## src/hw/rtl/twbs_pkg.sv

```systemverilog
// Package for the ticket work bonus scoring unit.
// Holds the field widths, bonus constants, register indexes and helper functions.
// It depends on nothing else.
package twbs_pkg;

  localparam int HashWordW = 64;
  localparam int WordLzW   = 7;
  localparam int CountW    = 8;
  localparam int DiffW     = 8;
  localparam int CapW      = 14;
  localparam int BonusW    = 13;
  localparam int SpanW     = 9;
  localparam int SqrtW     = 5;
  localparam int CfgIdxW   = 2;
  localparam int CfgDataW  = 14;

  localparam logic [BonusW-1:0]   BonusBaseBps  = 13'd500;
  localparam logic [BonusW-1:0]   BonusStepBps  = 13'd400;
  localparam logic [CapW-1:0]     BonusCapReset = 14'd2500;
  localparam logic [CountW-1:0]   CountSat      = 8'd255;
  localparam logic [BonusW-1:0]   BonusMaxBps   = 13'd6900;

  localparam logic [CfgIdxW-1:0] CFG_DIFFICULTY = 2'd0;
  localparam logic [CfgIdxW-1:0] CFG_BONUS_CAP  = 2'd1;

  // Leading zeros of a nonzero byte, most significant bit first.
  function automatic logic [2:0] lz8(input logic [7:0] x);
    logic [2:0] r;
    r = 3'd0;
    for (int i = 0; i < 8; i++) begin
      if (x[i]) begin
        r = 3'(7 - i);
      end
    end
    return r;
  endfunction

  // Floor of the square root for spans from 1 to 256.
  function automatic logic [SqrtW-1:0] isqrt9(input logic [SpanW-1:0] x);
    logic [SqrtW-1:0] r;
    r = '0;
    for (int k = 1; k <= 16; k++) begin
      if (x >= SpanW'(k * k)) begin
        r = SqrtW'(k);
      end
    end
    return r;
  endfunction

  typedef struct packed {
    logic [WordLzW-1:0] lz0;
    logic [WordLzW-1:0] lz1;
    logic [WordLzW-1:0] lz2;
    logic [WordLzW-1:0] lz3;
  } word_lz_t;

  typedef struct packed {
    logic [CountW-1:0] zero_count;
    logic              meets;
    logic [SpanW-1:0]  span;
  } count_stage_t;

  typedef struct packed {
    logic [CountW-1:0] zero_count;
    logic              meets;
    logic [BonusW-1:0] raw_bps;
  } raw_stage_t;

endpackage

```

## src/hw/rtl/twbs_in_if.sv

```systemverilog
// Input channel of the scoring unit: one 256-bit hash per beat.
// Depends on twbs_pkg for the word width.
interface twbs_in_if
  import twbs_pkg::*;
();
  logic                 valid;
  logic                 ready;
  logic [HashWordW-1:0] hash_word0;
  logic [HashWordW-1:0] hash_word1;
  logic [HashWordW-1:0] hash_word2;
  logic [HashWordW-1:0] hash_word3;

  modport source (output valid, hash_word0, hash_word1, hash_word2, hash_word3, input ready);
  modport sink   (input valid, hash_word0, hash_word1, hash_word2, hash_word3, output ready);
  modport monitor (input valid, ready, hash_word0, hash_word1, hash_word2, hash_word3);
endinterface

```

## src/hw/rtl/twbs_out_if.sv

```systemverilog
// Result channel of the scoring unit: one score per beat.
// Depends on twbs_pkg for the field widths.
interface twbs_out_if
  import twbs_pkg::*;
();
  logic              valid;
  logic              ready;
  logic [CountW-1:0] zero_count;
  logic              meets;
  logic [BonusW-1:0] bonus_bps;

  modport source (output valid, zero_count, meets, bonus_bps, input ready);
  modport sink   (input valid, zero_count, meets, bonus_bps, output ready);
  modport monitor (input valid, ready, zero_count, meets, bonus_bps);
endinterface

```

## src/hw/rtl/ticket_work_bonus_scoring_unit.sv

```systemverilog
// Ticket work bonus scoring unit: top level with the configuration registers and the pipeline.
// Depends on twbs_pkg, twbs_in_if, twbs_out_if and twbs_clz64.
//
// Each hash beat is scored in a four-stage pipeline: per-word leading zero counts, the combined
// count with the difficulty check, the square root lookup with the raw bonus, and the cap on the
// output register. A new hash is taken every cycle while the result side does not stall; a stall
// holds the output register and every full stage up to the first empty one. in_hash.ready is
// high while any stage has room. Configuration writes take effect at once and are meant for an
// empty pipeline.
module ticket_work_bonus_scoring_unit
  import twbs_pkg::*;
(
  input  logic                clk,
  input  logic                rst_n,
  twbs_in_if.sink             in_hash,
  twbs_out_if.source          out_score,
  input  logic                cfg_we,
  input  logic [CfgIdxW-1:0]  cfg_index,
  input  logic [CfgDataW-1:0] cfg_wdata
);

  logic [DiffW-1:0] difficulty_r;
  logic [CapW-1:0]  bonus_cap_r;

  always_ff @(posedge clk) begin
    if (!rst_n) begin
      difficulty_r <= '0;
      bonus_cap_r  <= BonusCapReset;
    end else if (cfg_we) begin
      unique case (cfg_index)
        CFG_DIFFICULTY: difficulty_r <= cfg_wdata[DiffW-1:0];
        CFG_BONUS_CAP:  bonus_cap_r  <= cfg_wdata[CapW-1:0];
        default: ;
      endcase
    end
  end

  // Stage valid bits and the ready chain from the result side back to the input.
  logic s1_valid_r, s2_valid_r, s3_valid_r, out_valid_r;
  logic s1_load, s2_load, s3_load, out_load;

  assign out_load      = !out_valid_r || out_score.ready;
  assign s3_load       = !s3_valid_r || out_load;
  assign s2_load       = !s2_valid_r || s3_load;
  assign s1_load       = !s1_valid_r || s2_load;
  assign in_hash.ready = s1_load;

  always_ff @(posedge clk) begin
    if (!rst_n) begin
      s1_valid_r  <= 1'b0;
      s2_valid_r  <= 1'b0;
      s3_valid_r  <= 1'b0;
      out_valid_r <= 1'b0;
    end else begin
      if (s1_load)  s1_valid_r  <= in_hash.valid;
      if (s2_load)  s2_valid_r  <= s1_valid_r;
      if (s3_load)  s3_valid_r  <= s2_valid_r;
      if (out_load) out_valid_r <= s3_valid_r;
    end
  end

  // Stage 1: leading zeros of each word.
  word_lz_t s1_nxt, s1_r;

  twbs_clz64 u_clz0 (.word(in_hash.hash_word0), .lz(s1_nxt.lz0));
  twbs_clz64 u_clz1 (.word(in_hash.hash_word1), .lz(s1_nxt.lz1));
  twbs_clz64 u_clz2 (.word(in_hash.hash_word2), .lz(s1_nxt.lz2));
  twbs_clz64 u_clz3 (.word(in_hash.hash_word3), .lz(s1_nxt.lz3));

  always_ff @(posedge clk) begin
    if (s1_load) begin
      s1_r <= s1_nxt;
    end
  end

  // Stage 2: combined count, difficulty check and the span for the square root.
  count_stage_t s2_nxt, s2_r;

  always_comb begin
    if (!s1_r.lz0[6]) begin
      s2_nxt.zero_count = {2'd0, s1_r.lz0[5:0]};
    end else if (!s1_r.lz1[6]) begin
      s2_nxt.zero_count = {2'd1, s1_r.lz1[5:0]};
    end else if (!s1_r.lz2[6]) begin
      s2_nxt.zero_count = {2'd2, s1_r.lz2[5:0]};
    end else if (!s1_r.lz3[6]) begin
      s2_nxt.zero_count = {2'd3, s1_r.lz3[5:0]};
    end else begin
      s2_nxt.zero_count = CountSat;
    end
    s2_nxt.meets = (s2_nxt.zero_count >= difficulty_r);
    s2_nxt.span  = SpanW'(s2_nxt.zero_count) - SpanW'(difficulty_r) + SpanW'(1);
  end

  always_ff @(posedge clk) begin
    if (s2_load) begin
      s2_r <= s2_nxt;
    end
  end

  // Stage 3: square root of the span and the uncapped bonus.
  raw_stage_t       s3_nxt, s3_r;
  logic [SqrtW-1:0] root;

  always_comb begin
    root              = isqrt9(s2_r.span);
    s3_nxt.zero_count = s2_r.zero_count;
    s3_nxt.meets      = s2_r.meets;
    s3_nxt.raw_bps    = BonusBaseBps + BonusStepBps * BonusW'(root);
  end

  always_ff @(posedge clk) begin
    if (s3_load) begin
      s3_r <= s3_nxt;
    end
  end

  // Stage 4: cap and output register.
  logic [CountW-1:0] zero_count_r;
  logic              meets_r;
  logic [BonusW-1:0] bonus_r, bonus_nxt;

  always_comb begin
    if (!s3_r.meets) begin
      bonus_nxt = '0;
    end else if ({1'b0, s3_r.raw_bps} < bonus_cap_r) begin
      bonus_nxt = s3_r.raw_bps;
    end else begin
      bonus_nxt = bonus_cap_r[BonusW-1:0];
    end
  end

  always_ff @(posedge clk) begin
    if (out_load) begin
      zero_count_r <= s3_r.zero_count;
      meets_r      <= s3_r.meets;
      bonus_r      <= bonus_nxt;
    end
  end

  assign out_score.valid      = out_valid_r;
  assign out_score.zero_count = zero_count_r;
  assign out_score.meets      = meets_r;
  assign out_score.bonus_bps  = bonus_r;

endmodule

```

## src/hw/rtl/twbs_clz64.sv

```systemverilog
// Leading zero counter for one 64-bit hash word; reports 64 for an all-zero word.
// Depends on twbs_pkg for lz8 and the widths.
module twbs_clz64
  import twbs_pkg::*;
(
  input  logic [HashWordW-1:0] word,
  output logic [WordLzW-1:0]   lz
);

  logic [7:0]      byte_nz;
  logic [7:0][2:0] byte_lz;

  always_comb begin
    for (int b = 0; b < 8; b++) begin
      byte_nz[b] = |word[63 - 8*b -: 8];
      byte_lz[b] = lz8(word[63 - 8*b -: 8]);
    end
  end

  // The first nonzero byte from the top wins, so byte 0 is checked last.
  always_comb begin
    lz = WordLzW'(64);
    for (int b = 7; b >= 0; b--) begin
      if (byte_nz[b]) begin
        lz = {1'b0, 3'(b), byte_lz[b]};
      end
    end
  end

endmodule

```

## src/flat_wrapper.sv

```systemverilog
// flat-port wrapper written by rule: the top's interface ports become plain ports
module ticket_work_bonus_scoring_unit_flat import twbs_pkg::*;
  (clk, rst_n, cfg_we, cfg_index, cfg_wdata, in_hash_valid, in_hash_hash_word0, in_hash_hash_word1, in_hash_hash_word2, in_hash_hash_word3, in_hash_ready, out_score_valid, out_score_zero_count, out_score_meets, out_score_bonus_bps, out_score_ready);
  twbs_in_if in_hash_i ();
  twbs_out_if out_score_i ();
  input  logic clk;
  input  logic rst_n;
  input  logic cfg_we;
  input  logic [CfgIdxW-1:0] cfg_index;
  input  logic [CfgDataW-1:0] cfg_wdata;
  input wire logic [$bits(in_hash_i.valid)-1:0] in_hash_valid;
  input wire logic [$bits(in_hash_i.hash_word0)-1:0] in_hash_hash_word0;
  input wire logic [$bits(in_hash_i.hash_word1)-1:0] in_hash_hash_word1;
  input wire logic [$bits(in_hash_i.hash_word2)-1:0] in_hash_hash_word2;
  input wire logic [$bits(in_hash_i.hash_word3)-1:0] in_hash_hash_word3;
  output wire logic [$bits(in_hash_i.ready)-1:0] in_hash_ready;
  output wire logic [$bits(out_score_i.valid)-1:0] out_score_valid;
  output wire logic [$bits(out_score_i.zero_count)-1:0] out_score_zero_count;
  output wire logic [$bits(out_score_i.meets)-1:0] out_score_meets;
  output wire logic [$bits(out_score_i.bonus_bps)-1:0] out_score_bonus_bps;
  input wire logic [$bits(out_score_i.ready)-1:0] out_score_ready;
  assign in_hash_i.valid = in_hash_valid;
  assign in_hash_i.hash_word0 = in_hash_hash_word0;
  assign in_hash_i.hash_word1 = in_hash_hash_word1;
  assign in_hash_i.hash_word2 = in_hash_hash_word2;
  assign in_hash_i.hash_word3 = in_hash_hash_word3;
  assign in_hash_ready = in_hash_i.ready;
  assign out_score_valid = out_score_i.valid;
  assign out_score_zero_count = out_score_i.zero_count;
  assign out_score_meets = out_score_i.meets;
  assign out_score_bonus_bps = out_score_i.bonus_bps;
  assign out_score_i.ready = out_score_ready;
  ticket_work_bonus_scoring_unit u_core (.clk(clk), .rst_n(rst_n), .in_hash(in_hash_i), .out_score(out_score_i), .cfg_we(cfg_we), .cfg_index(cfg_index), .cfg_wdata(cfg_wdata));
endmodule
```

## config.mk

```make
export PLATFORM = sky130hd
export DESIGN_NAME = ticket_work_bonus_scoring_unit_flat
export DESIGN_NICKNAME = d
export VERILOG_FILES = /design/src/hw/rtl/twbs_pkg.sv /design/src/hw/rtl/twbs_in_if.sv /design/src/hw/rtl/twbs_out_if.sv /design/src/hw/rtl/ticket_work_bonus_scoring_unit.sv /design/src/hw/rtl/twbs_clz64.sv /design/src/flat_wrapper.sv
export SDC_FILE = /design/constraint.sdc
export NUM_CORES = 1
export LEC_CHECK = 0
export ABC_AREA = 1
export BUFFER_PORTS_ARGS = -buffer_cell sky130_fd_sc_hd__buf_2
export CORE_MARGIN = 2
export CORE_UTILIZATION = 51
export DETAILED_ROUTE_END_ITERATION = 8
export GPL_ROUTABILITY_DRIVEN = 1
export PLACE_DENSITY = 0.87
export SLEW_MARGIN = 0
export SYNTH_ARGS = -nofsm -noshare
export SYNTH_HDL_FRONTEND = slang
export SYNTH_SLANG_ARGS = --single-unit
```

## constraint.sdc

```tcl
create_clock -name clk -period 3.6 [get_ports clk]
set_input_delay 0.18 -clock clk [delete_from_list [all_inputs] [get_ports clk]]
set_output_delay 0.18 -clock clk [all_outputs]
set_load 0.01 [all_outputs]
```

==> results by group <==
Yosys
  – Netlist Area Pre-Place: approximately 8400 um2
  – Synthesized instance count: 1125
  – Mapped Nets: 1447
  – Syn Area/Cell: between 7 and 8 um2
  – Unique masters post-synth: 48
  – Ys async rst share: 0%
  – Post-synth EDFFs: 86
  – Post-synthesis sequential area ratio: 37.03%
  – Synth Register Bits: 112
  – YS warnings: 0
  – Dominant synthesized flop cell: edfxtp_1

Placement
  – Placed cells: 1637
  – DP HPWL: 19.38 mm
  – Count of input and output buffers: 300
  – GP Congestion: 0.9444

Power
  – Comb power frac: 34.7%
  – P_leak: about 5.1 nW
  – Sequential Power Share: 41.5%
  – Largest voltage drop on the vdd net: between 0.2 and 0.3 mV
  – Internal power: between 0.002 and 0.003 W
  – P per Cell Area: between 300 and 400 nW/um2
  – Net Sw Power: 0.001386 W
  – Part of the power in the clock network: 23.8%
  – Sw Ratio: 34.04%

Clock network
  – CTS tree: built
  – Root Buffer Master: clkbuf_16
  – CTS H-Tree Depth: 3
  – Skew-Pair Late Insertion Delay: around 0.35 ns
  – Clk sinks: 112
  – Total CTS buffers: 9
  – Longest Clk Path Bufs: 2
  – CTS Hold Bufs: 0
  – Reg clk slew, reported paths: roughly 0.07 ns

Layout
  – Nets: 1764
  – Layout cell share with drive strength beyond 1: 24.05%
  – Area growth syn-to-layout: 25.78%
  – Non-Filler Instances: 1665
  – Seq. cell area: 3103 um2
  – Area of the multi-input gates: 4358 um2
  – Fill count: 1383

Run status
  – Status: finished clean

Routing
  – Post-DR wirelength/cell: 13.95 um
  – DR vias: 8908
  – DRT Wirelength: 23.23 mm
  – Drt initial violations: between 400 and 500
  – Vias per inst: 5.350
  – Final ANT Viol Nets: 0
  – Drt first pass iters: 5
  – Residual DRC count: 0

Hold path
  – Worst Hold Class: input port to flip-flop
  – Min-delay src: cfg_wdata[8]

Timing
  – Max-slew headroom: ~52%
  – Setup Skew: 0.01069 ns
  – Final setup vio count: 0
  – Max-slew violations: 0
  – Final worst path period need: 3.337 ns
  – Hold Fails Final Rpt: 0
  – Final Cycle Share: 92.70%
  – Fmax: 299.6 MHz
  – RSZ-0062 raised after global routing: false
  – Sum Neg Setup Slack: 0 ns
  – Slew @ Worst Pin: slightly above 0.7 ns

Floorplanning
  – Die height: ~130 um
  – Core area: about 16000 um2
  – DIE WIDTH: 132.2 um
  – I/O pin total: 301
  – Full die area: 17470 um2
  – Initial Util: 52.38%
  – Row cnt: 46

Critical path
  – WP data arrival: 3.44 ns
  – Critical path class: flip-flop to flip-flop
  – Worst EP required: 3.70 ns
  – Reg2reg start: u_core.s2_r[8]
  – Kind of start point of the critical path: flip-flop
  – CP endpoint kind: flip-flop
  – Beginning of the critical path: u_core.s2_r[8]
  – Largest fanout on the critical path: 5

GRT
  – Initial antenna violation count: 2
  – Remaining global-route overflow: 0
  – First-pass GRT wire length: 37.38 mm
  – Vias in the first global route: about 8500
  – Largest net degree at the start of global routing: 31
  – Gr usage total: 25.97%

Flow run
  – Maxcap violations: 0
[power groups by stage]
stage	clock network (W)	registers (W)	logic [W]
detailed placement	0	0.00172	0.00135
global route	0.00103	0.00171	0.00162
global placement	0	0.00171	0.00130
CTS	0.000982	0.00169	0.00136
floorplan	0	0.00171	0.000868
finish	0.000969	0.00169	0.00141
[logic make-up after synthesis]
kind of cell	count (synthesis)	share of synthesized area, %
adders and majority gates	45	7.166
xor gates and xnor gates	13	1.359
and+or+nand+nor	396	21.14
DFF	112	37.03
buffers and inverters	246	11.09
AOI/OAI and AO/OA	312	22.17
other	1	0.04475
[registers in the layout (all words and copies together) (netlist names)]
signal and cells:
u_core.bonus_cap_r 14, u_core.s2_valid_r 1, u_core.out_score.bonus_bps 13, u_core.s1_r 28, u_core.out_score.valid 1, u_core.s2_r 18, u_core.s1_valid_r 1, u_core.s3_valid_r 1
u_core.difficulty_r 8, u_core.out_score.zero_count 8, u_core.out_score.meets 1, u_core.s3_r 18
[cell usage in the layout (no fill, tap or decap), types with 9 or more instances in the layout]
master / instances
o21bai_1: 22
buf_4: 16
nor2_1: 115
ha_1: 39
edfxtp_1: 86
buf_2: 300
o21ai_0: 91
nand3_1: 35
o211ai_1: 10
nand2_1: 132
o311ai_0: 14
nand4_1: 9
a21oi_1: 108
xor2_1: 11
dfxtp_1: 26
nor3_1: 47
inv_1: 232
clkbuf_16: 9
nor4_1: 42
o31ai_1: 17
[final timing paths]
| check | depth (start not counted) | slack (ns) | to |
|---|---|---|---|
| setup / recovery | 24 | 0.26 | u_core.s3_r[12] |
| hold / removal | 3 | 0.06 | u_core.bonus_cap_r[8] |
| setup reg to reg | 24 | 0.26 | u_core.s3_r[12] |
| hold reg to reg | 0 | 0.42 | u_core.out_score.zero_count[4] |
[worst max-delay path, stage by stage, from the launching register on]
cell and delay [ns]:
edfxtp_1 0.44, inv_4 0.12, nand2_4 0.08, nor2_4 0.11
o21a_1 0.12, nand2_1 0.05, nand2_1 0.06, nand2_1 0.04
nand2_1 0.05, nand2_1 0.05, nand2_1 0.06, nand2_1 0.04
nand2_1 0.05, nand2_1 0.04, nand2_1 0.08, nand2_2 0.07
nand2_2 0.11, inv_2 0.05, ha_1 0.30, ha_2 0.21
fa_2 0.55, inv_1 0.06, nor2_2 0.11, nand3_1 0.10
xor2_1 0.14
[layout make-up]
| class | count | area share [%] |
|---|---|---|
| Clock buffer | 9 | 2.136 |
| Inverter | 236 | 8.427 |
| Sequential cell | 112 | 29.44 |
| Multi-Input combinational cell | 767 | 41.34 |
| Clock inverter | 7 | 0.6647 |
| Timing Repair Buffer | 316 | 15.38 |
| Tap cell | 216 | 2.564 |
| Antenna cell | 2 | 0.04748 |
[synthesized netlist by cell type, drive strengths merged (3+ instances only)]
cell type / instances / area share [%]
o31ai: 17 / 1.5
nand2: 137 / 6.3
o21ai: 95 / 5.7
o211ai: 10 / 0.90
o41ai: 3 / 0.31
a21oi: 108 / 6.4
a21boi: 11 / 0.99
edfxtp: 86 / 31
nand3: 37 / 2.3
or2: 4 / 0.30
o21a: 7 / 0.63
o22ai: 4 / 0.30
inv: 235 / 11
o21bai: 22 / 2.0
a311oi: 5 / 0.52
ha: 40 / 6.0
a31oi: 8 / 0.60
o311ai: 14 / 1.5
fa: 5 / 1.2
nor4: 42 / 3.1
dfxtp: 26 / 6.2
nor2: 118 / 5.4
clkbuf: 9 / 0.40
nand4: 9 / 0.67
nor3: 47 / 2.8
xor2: 11 / 1.1
[routing by layer]
layer	wire length [um]	GRT usage [%]	part of all wire, %
met3	1252	4.498	5.4
met1	8826	28.33	38
met2	12200	49.22	53
met4	949	11.17	4.1
met5	0	0	0
[through the flow]
stage | hold WS (ns) | setup slack (ns) | area (um2) | util (%) | power (W)
after floorplan | 0.2932 | 0.3294 | 8381 | - | 0.002582
after global placement | 0.4004 | 0.2597 | 10160 | 63.47 | 0.003012
after detailed placement | 0.4052 | 0.1852 | 10160 | 63.47 | 0.003070
after CTS | 0.05477 | 0.1718 | 10450 | 65.32 | 0.004031
after global routing | 0.07166 | 0.006711 | 10540 | 65.88 | 0.004347
final | 0.06205 | 0.2628 | 10540 | 65.88 | 0.004071
[what timing repair did]
action,CTS,global route
resized for setup,0,4
buffers inserted,0,10
setup endpoints to repair,0,3
Note: power is estimated with default switching activity, not from simulation.
